File: config.mk
export PLATFORM = sky130hd
export DESIGN_NAME = menu_key_autorepeat
export DESIGN_NICKNAME = d
export VERILOG_FILES = /design/src/hw/rtl/mka_pkg.sv /design/src/hw/rtl/menu_key_autorepeat.sv /design/src/hw/rtl/mka_hold.sv
export VERILOG_INCLUDE_DIRS = /design/src /design/src/hw/rtl
export SDC_FILE = /design/constraint.sdc
export NUM_CORES = 1
export LEC_CHECK = 0
export BUFFER_PORTS_ARGS = -buffer_cell sky130_fd_sc_hd__buf_4
export CAP_MARGIN = 10
export CORE_MARGIN = 5
export CORE_UTILIZATION = 45
export CTS_CLUSTER_DIAMETER = 120
export CTS_CLUSTER_SIZE = 14
export DETAILED_ROUTE_END_ITERATION = 10
export HOLD_SLACK_MARGIN = 0.03
export PLACE_DENSITY = 0.67
export RECOVER_POWER = 100
export SLEW_MARGIN = 25
export SYNTH_ARGS = -nofsm -noshare
export SYNTH_HDL_FRONTEND = slang
export SYNTH_HIERARCHICAL = 1
export SYNTH_SLANG_ARGS = --single-unit
File: constraint.sdc
create_clock -name clk -period 4.4 [get_ports clk]
set_clock_uncertainty 0.15 [all_clocks]
set_input_delay 0.88 -clock clk [delete_from_list [all_inputs] [get_ports clk]]
set_output_delay 0.88 -clock clk [all_outputs]
set_load 0.01 [all_outputs]
File: src/hw/rtl/menu_key_autorepeat_assert.svh
// Assertion macros for the menu key auto-repeat RTL.
// Included by modules that carry concurrent assertions; no other dependencies.
`ifndef MENU_KEY_AUTOREPEAT_ASSERT_SVH
`define MENU_KEY_AUTOREPEAT_ASSERT_SVH

// Same-cycle implication, disabled during reset.
`define MKA_ASSERT_NOW(label, clk, rst_n, ante, cons, msg) \
	label: assert property (@(posedge clk) disable iff (!rst_n) (ante) |-> (cons)) \
		else $error(msg);

// Next-cycle implication, disabled during reset.
`define MKA_ASSERT_NEXT(label, clk, rst_n, ante, cons, msg) \
	label: assert property (@(posedge clk) disable iff (!rst_n) (ante) |=> (cons)) \
		else $error(msg);

`endif

File: src/hw/rtl/mka_pkg.sv
// Package for the menu key auto-repeat block: action codes, register map,
// hold phase encoding and the press decoder. No dependencies.
package mka_pkg;

	localparam int unsigned BTN_W    = 12;
	localparam int unsigned TIME_W   = 32;
	localparam int unsigned ACT_W    = 4;
	localparam int unsigned PADDR_W  = 3;
	localparam int unsigned PDATA_W  = 32;
	localparam int unsigned IN_TDATA_W  = 48;
	localparam int unsigned OUT_TDATA_W = 8;

	localparam logic [TIME_W-1:0] INITIAL_DELAY_RST   = 32'd500000;
	localparam logic [TIME_W-1:0] REPEAT_INTERVAL_RST = 32'd100000;

	// register index = paddr[2]
	localparam logic REG_INITIAL_DELAY   = 1'b0;
	localparam logic REG_REPEAT_INTERVAL = 1'b1;

	localparam logic [ACT_W-1:0] ACT_NONE      = 4'd0;
	localparam logic [ACT_W-1:0] ACT_BACK      = 4'd1;
	localparam logic [ACT_W-1:0] ACT_EXIT      = 4'd2;
	localparam logic [ACT_W-1:0] ACT_SELECT    = 4'd3;
	localparam logic [ACT_W-1:0] ACT_UP        = 4'd4;
	localparam logic [ACT_W-1:0] ACT_DOWN      = 4'd5;
	localparam logic [ACT_W-1:0] ACT_LEFT      = 4'd6;
	localparam logic [ACT_W-1:0] ACT_RIGHT     = 4'd7;
	localparam logic [ACT_W-1:0] ACT_PAGE_UP   = 4'd8;
	localparam logic [ACT_W-1:0] ACT_PAGE_DOWN = 4'd9;

	localparam int unsigned BTN_UP     = 0;
	localparam int unsigned BTN_DOWN   = 1;
	localparam int unsigned BTN_LEFT   = 2;
	localparam int unsigned BTN_RIGHT  = 3;
	localparam int unsigned BTN_SQUARE = 4;
	localparam int unsigned BTN_CIRCLE = 5;
	localparam int unsigned BTN_CROSS  = 6;
	localparam int unsigned BTN_L      = 8;
	localparam int unsigned BTN_R      = 9;

	typedef enum logic [2:0] {
		PH_NOT_HELD = 3'b001,
		PH_INITIAL  = 3'b010,
		PH_REPEAT   = 3'b100
	} phase_t;

	typedef struct packed {
		logic [TIME_W-1:0] initial_delay_us;
		logic [TIME_W-1:0] repeat_interval_us;
	} cfg_t;

	// the first matching check wins: R has the highest priority, square the lowest
	function automatic logic [ACT_W-1:0] decode_press(input logic [BTN_W-1:0] fresh);
		logic [ACT_W-1:0] act;
		priority if (fresh[BTN_R])      act = ACT_PAGE_DOWN;
		else if (fresh[BTN_L])          act = ACT_PAGE_UP;
		else if (fresh[BTN_RIGHT])      act = ACT_RIGHT;
		else if (fresh[BTN_LEFT])       act = ACT_LEFT;
		else if (fresh[BTN_DOWN])       act = ACT_DOWN;
		else if (fresh[BTN_UP])         act = ACT_UP;
		else if (fresh[BTN_CIRCLE])     act = ACT_SELECT;
		else if (fresh[BTN_CROSS])      act = ACT_EXIT;
		else if (fresh[BTN_SQUARE])     act = ACT_BACK;
		else                            act = ACT_NONE;
		return act;
	endfunction

endpackage

File: src/hw/rtl/menu_key_autorepeat.sv
// Menu key auto-repeat: converts button polls into menu action codes with
// typematic repeat. Top level; depends on mka_pkg and mka_hold.
//
// Usage:
//  - s_axis: one transaction per button poll; tdata carries button_bits and
//    the microsecond timestamp now_us.
//  - m_axis: exactly one transaction per poll, tdata carries menu_action
//    (0 when nothing fires), in poll order.
//  - APB: initial_delay_us at 0x0, repeat_interval_us at 0x4; write only
//    while no poll is in flight.
// An accepted poll sits in an input register; the decode/compare/update logic
// then loads the result register once it is empty or its result is taken.
// Throughput is one poll per cycle while m_axis does not stall; the input
// register lets a new poll be taken while the last result still waits.
// A stalled m_axis holds the result; the input register then fills and
// s_axis_tready drops until the result is taken.
// Reset clears all hold state and loads the default delays (500000/100000).
module menu_key_autorepeat (
	input  logic                                clk,
	input  logic                                arst_n,
	input  logic                                s_axis_tvalid,
	output logic                                s_axis_tready,
	// [11:0] button_bits, [43:12] now_us, [47:44] zero
	input  logic [mka_pkg::IN_TDATA_W-1:0]      s_axis_tdata,
	output logic                                m_axis_tvalid,
	input  logic                                m_axis_tready,
	// [3:0] menu_action, [7:4] zero
	output logic [mka_pkg::OUT_TDATA_W-1:0]     m_axis_tdata,
	input  logic                                psel,
	input  logic                                penable,
	input  logic                                pwrite,
	input  logic [mka_pkg::PADDR_W-1:0]         paddr,
	input  logic [mka_pkg::PDATA_W-1:0]         pwdata,
	output logic [mka_pkg::PDATA_W-1:0]         prdata,
	output logic                                pready
);

	mka_pkg::cfg_t                  cfg_q;
	logic                           valid_s1;
	logic [mka_pkg::BTN_W-1:0]      bits_s1;
	logic [mka_pkg::TIME_W-1:0]     now_s1;
	logic                           out_valid_q;
	logic [mka_pkg::ACT_W-1:0]      action_q;
	logic [mka_pkg::ACT_W-1:0]      action;
	logic                           advance;
	logic                           in_take;
	logic                           cfg_wr;

	assign pready = 1'b1;
	assign cfg_wr = psel && penable && pwrite && pready;

	always_ff @(posedge clk or negedge arst_n) begin
		if (!arst_n) begin
			cfg_q.initial_delay_us   <= mka_pkg::INITIAL_DELAY_RST;
			cfg_q.repeat_interval_us <= mka_pkg::REPEAT_INTERVAL_RST;
		end else if (cfg_wr) begin
			unique case (paddr[2])
				mka_pkg::REG_INITIAL_DELAY:   cfg_q.initial_delay_us   <= pwdata;
				mka_pkg::REG_REPEAT_INTERVAL: cfg_q.repeat_interval_us <= pwdata;
				default: ;
			endcase
		end
	end

	always_comb begin
		unique case (paddr[2])
			mka_pkg::REG_INITIAL_DELAY:   prdata = cfg_q.initial_delay_us;
			mka_pkg::REG_REPEAT_INTERVAL: prdata = cfg_q.repeat_interval_us;
			default:                      prdata = '0;
		endcase
	end

	assign advance       = valid_s1 && (!out_valid_q || m_axis_tready);
	assign s_axis_tready = !valid_s1 || advance;
	assign in_take       = s_axis_tvalid && s_axis_tready;

	always_ff @(posedge clk or negedge arst_n) begin
		if (!arst_n) begin
			valid_s1    <= 1'b0;
			out_valid_q <= 1'b0;
		end else begin
			if (in_take) begin
				valid_s1 <= 1'b1;
			end else if (advance) begin
				valid_s1 <= 1'b0;
			end
			if (advance) begin
				out_valid_q <= 1'b1;
			end else if (m_axis_tready) begin
				out_valid_q <= 1'b0;
			end
		end
	end

	always_ff @(posedge clk) begin
		if (in_take) begin
			bits_s1 <= s_axis_tdata[mka_pkg::BTN_W-1:0];
			now_s1  <= s_axis_tdata[mka_pkg::BTN_W +: mka_pkg::TIME_W];
		end
		if (advance) begin
			action_q <= action;
		end
	end

	mka_hold u_hold (
		.clk         (clk),
		.arst_n      (arst_n),
		.advance     (advance),
		.button_bits (bits_s1),
		.now_us      (now_s1),
		.cfg         (cfg_q),
		.menu_action (action)
	);

	assign m_axis_tvalid = out_valid_q;
	assign m_axis_tdata  = {{(mka_pkg::OUT_TDATA_W - mka_pkg::ACT_W){1'b0}}, action_q};

endmodule

File: src/hw/rtl/mka_hold.sv
// Hold tracker: press detection, action decode and typematic repeat timing.
// Depends on mka_pkg and menu_key_autorepeat_assert.svh.
`include "menu_key_autorepeat_assert.svh"

module mka_hold (
	input  logic                         clk,
	input  logic                         arst_n,
	input  logic                         advance,
	input  logic [mka_pkg::BTN_W-1:0]    button_bits,
	input  logic [mka_pkg::TIME_W-1:0]   now_us,
	input  mka_pkg::cfg_t                cfg,
	output logic [mka_pkg::ACT_W-1:0]    menu_action
);

	logic [mka_pkg::BTN_W-1:0]  prev_q;
	mka_pkg::phase_t            phase_q;
	logic [mka_pkg::TIME_W-1:0] mark_q;
	logic [mka_pkg::BTN_W-1:0]  mask_q;
	logic [mka_pkg::ACT_W-1:0]  rep_act_q;

	logic [mka_pkg::BTN_W-1:0]  fresh;
	logic [mka_pkg::ACT_W-1:0]  press_act;
	logic [mka_pkg::TIME_W-1:0] elapsed;
	logic                       held;
	logic                       fire;
	mka_pkg::phase_t            phase_d;

	assign fresh     = ~prev_q & button_bits;
	assign press_act = mka_pkg::decode_press(fresh);
	assign held      = |(button_bits & mask_q);
	assign elapsed   = now_us - mark_q;

	always_comb begin
		fire    = 1'b0;
		phase_d = phase_q;
		unique case (phase_q)
			mka_pkg::PH_INITIAL: begin
				if (elapsed > cfg.initial_delay_us) begin
					fire    = 1'b1;
					phase_d = mka_pkg::PH_REPEAT;
				end
			end
			mka_pkg::PH_REPEAT: begin
				fire = elapsed > cfg.repeat_interval_us;
			end
			default: begin
				fire = 1'b0;
			end
		endcase
		if (!held || press_act != mka_pkg::ACT_NONE) begin
			fire    = 1'b0;
			phase_d = phase_q;
		end
	end

	assign menu_action = (press_act != mka_pkg::ACT_NONE) ? press_act :
		(fire ? rep_act_q : mka_pkg::ACT_NONE);

	always_ff @(posedge clk or negedge arst_n) begin
		if (!arst_n) begin
			prev_q    <= '0;
			phase_q   <= mka_pkg::PH_NOT_HELD;
			mark_q    <= '0;
			mask_q    <= '0;
			rep_act_q <= mka_pkg::ACT_NONE;
		end else if (advance) begin
			prev_q <= button_bits;
			if (press_act != mka_pkg::ACT_NONE) begin
				mark_q    <= now_us;
				phase_q   <= mka_pkg::PH_INITIAL;
				mask_q    <= fresh;
				rep_act_q <= press_act;
			end else if (fire) begin
				mark_q  <= now_us;
				phase_q <= phase_d;
			end
		end
	end

	`MKA_ASSERT_NEXT(a_press_starts_hold, clk, arst_n,
		advance && press_act != mka_pkg::ACT_NONE,
		phase_q == mka_pkg::PH_INITIAL && mark_q == $past(now_us),
		"new press did not start hold tracking")
	`MKA_ASSERT_NOW(a_repeat_needs_hold, clk, arst_n,
		fire,
		held && (phase_q == mka_pkg::PH_INITIAL || phase_q == mka_pkg::PH_REPEAT),
		"repeat fired without an active hold")
	`MKA_ASSERT_NEXT(a_state_frozen_idle, clk, arst_n,
		!advance,
		$stable(mark_q) && $stable(phase_q) && $stable(prev_q),
		"hold state changed without a transaction")

endmodule

==> metrics <==
Starting Density=45.3%; CP Launch Point=now_s1[0]$_DFFE_PP_; Hold Crit Class=flop to flop; multi-input combinational cell area=5650 µm²; GRT Overall Usage=18.5%; Fill cells=1,932; IO buf count=around 120; CORE AREA=approximately 23,000 µm²; Die Span X=163 µm; Tmin final=between 4 and 5 ns; Synth-to-Final Area Change=27.9%; clock sink total=roughly 180; post-synth cell types=63; CTS Buf Count=17; Total Die Area=~27,000 µm²; number of global-route vias before repair=around 7,800; Die Y=approximately 160 µm; final cell count without fillers=~1,500; dpl cells=around 1,400; Final Hold Vio Count=0; synth cell count leaders=dfrtp_1, inv_1, ha_1; Skew-Pair Late Insertion Delay=about 0.44 ns; syn avg cell area=around 11 µm²; # nets final=approximately 1,300; fin worst setup slack=-0.441 ns; H-tree depth=4; root buf cell=clkbuf_16; Slew HR=-103%; Startpoint Class=flop; Hold Buf Count CTS=0; drc violations=0; CP endpoint kind=flop; largest cells by area after synthesis=dfrtp_1, edfxtp_1, ha_1, mux2_4, mux2_2; pin count of the biggest net entering global routing=55; Post-Route WL=24.1 mm; Primary FF master, synth=dfrtp_1; Seq/Total Area, Yosys=44.3%; Final period util=110%; area fraction of the dominant cell type after synthesis=between 20% and 30%; Detail Placement HPWL=between 15 and 20 mm; setup TNS=-14.51 ns; r2r setup slk=-0.44 ns; Tightest Pin Transition=between 3 and 4 ns; Clock transition at path regs=~0.070 ns; # diodes=0; fraction of layout cells with a size suffix above 1=just under 40%; critical path class=flop to flop; WP data arrival=5.00 ns; Ports=between 100 and 150; outcome=finished, violations left; initial antenna violation count=0; unrepaired setup endpoints after global routing=true; clk buf depth=2; Site Rows=56; post-layout instance area=13,500 µm²; wire length of the first global-routing pass=~40 mm; FFs w/ async S/R, synth=between 70% and 80%; vias per cell=between 5 and 6; Slew Limit Fails=~130; reg2reg start=now_s1[0]$_DFFE_PP_; Max Freq=a little over 0.2 GHz; Syn. warnings=6; TritonRoute pass-1 iters=5; failing checks=max-capacitance violations, max-slew violations, negative setup slack; Register Area=approximately 4700 µm²; Worst Path Max Fanout=6; Max-cap violations=3; global route overflow=0; hold path depth=2; pwr/cell area=a little over 700 nW/µm²; worst vdd rail ir drop=333 µV; Post-Syn Area=around 11,000 µm²; Register-to-Register Path Depth=23; EDFF count, synth=48; DR vias=around 7,600; Crit path required time=about 4.6 ns; Syn Inst Count=a little over 900; Leakage=about 6.5 nW; post-synth top area cell=dfrtp_1; CTS tree=done; Setup violations, final=36; count leader, synth=dfrtp_1; Yosys reg bits=177; Hold Crit Start=u_hold/mask_q[8]$_DFFE_PN0P_; Placement Cell Area=12,400 µm²; Post-DRT Antenna Nets=0; Iter 0 DRT Violations=roughly 350; WL/cell=around 16 µm; Placer Congestion=0.859
## area by class of cell
type                       count  share of cell area, %
timing repair buffer         227                   13.0
clock buffer                  17                   3.14
inverter                     109                   3.02
sequential                   177                   34.6
clock inverter                15                   1.44
tap                          319                   2.95
multi-input combinational    615                   41.7
## cells in the final DEF (no fill, tap or decap), types with 4 or more instances in the layout
| master | count |
|---|---|
| clkbuf_4 | 36 |
| o21a_1 | 9 |
| clkbuf_16 | 17 |
| mux2_4 | 60 |
| buf_4 | 162 |
| inv_1 | 108 |
| nand3_1 | 14 |
| clkbuf_2 | 4 |
| nand2_1 | 55 |
| a21o_1 | 32 |
| edfxtp_1 | 48 |
| xnor2_1 | 16 |
| nor2b_1 | 10 |
| o21ai_1 | 8 |
| ha_4 | 6 |
| dfstp_2 | 14 |
| conb_1 | 5 |
| o21bai_1 | 4 |
| nand4_1 | 14 |
| and3_1 | 9 |
| o21ai_2 | 4 |
| a41o_1 | 4 |
| a21oi_1 | 34 |
| ha_1 | 88 |
| a211o_1 | 4 |
| a21oi_2 | 10 |
| xor2_1 | 5 |
| nor2_1 | 27 |
| mux2_2 | 78 |
| nor2_2 | 5 |
| clkbuf_1 | 16 |
| nand2b_1 | 12 |
| o21ai_0 | 22 |
| inv_6 | 4 |
| dfrtp_1 | 115 |
## path summary, 6_finish.rpt
kind / endpoint
setup / recovery: u_hold/mark_q[6]$_DFFE_PN0P_
min in group asynchronous: cfg_q[34]$_DFFE_PN0P_
max in group asynchronous: cfg_q[26]$_DFFE_PN0P_
hold reg to reg: u_hold/mask_q[8]$_DFFE_PN0P_
hold / removal: u_hold/mask_q[8]$_DFFE_PN0P_
setup reg to reg: u_hold/mark_q[6]$_DFFE_PN0P_
## cells by family (layout without fill, tap and decap cells)
group           Yosys count  in the layout  synth area share, %
fa+ha+maj                96             96                 11.4
simple gates            179            179                 8.71
other cells               2              5               0.0710
mux                     140            140                 17.0
compound gates          171            171                 10.8
xor+xnor                 24             24                 1.99
buf+inv                 138            368                 5.63
flops                   177            177                 44.3
## metal layers
layer,up-vias,global-route usage (%),wire length [µm]
met5,-,0,0
met4,0,5.45,342
met3,23,3.05,939
met2,138,30.5,11500
met1,3686,25.2,11300
li1,3722,-,-
## through the flow
| step | total power [mW] | setup WS [ns] | utilization [%] | hold WS (ns) |
|---|---|---|---|---|
| floorplan | 5.75 | -0.0480 | - | 0.296 |
| global placement | 7.38 | -0.354 | 53.3 | 0.311 |
| detailed placement | 7.51 | -0.436 | 53.3 | 0.319 |
| CTS | 9.55 | -0.407 | 57.2 | 0.338 |
| global route | 10.6 | -0.622 | 58.0 | 0.353 |
| finish | 9.82 | -0.441 | 58.0 | 0.335 |
## sequential cells by signal (all words and copies together) (netlist names)
register and cells:
bits_s1 12, u_hold/rep_act_q 4, cfg_q 64, action_q 4
now_s1 32, u_hold/mark_q 32, valid_s1 1, u_hold/prev_q 12
u_hold/phase_q 3, m_axis_tvalid 1, u_hold/mask_q 12
## report_power, final
part,switching (mW),internal (mW),total [mW],leakage [nW]
registers,0.239,2.09,2.33,1.98
logic,2.82,3.07,5.89,4.23
clock network,0.730,0.869,1.60,0.300
## critical path, stage by stage, from the launching register on
cell,delay [ns]
edfxtp_1,0.40
inv_1,0.08
ha_2,0.18
inv_2,0.04
fa_2,0.33
a21o_1,0.18
a21oi_2,0.17
o21ai_2,0.09
a21o_1,0.22
a21oi_4,0.23
o31ai_4,0.09
or4b_4,0.54
nand3_4,0.10
ha_4,0.21
nand4_1,0.12
nor2_2,0.08
o21ai_1,0.08
o22ai_1,0.08
a211o_1,0.28
o211ai_1,0.30
nand3_4,0.15
buf_12,0.18
buf_12,0.13
mux2_4,0.29
## timing repair
item / in CTS / in global routing
setup endpoints to repair: 38 / 38
pin swaps: 22 / 20
buffers inserted: 5 / 8
resized for setup: 33 / 34
gates cloned: 4 / 0
Power figures use the tool's default switching activity.
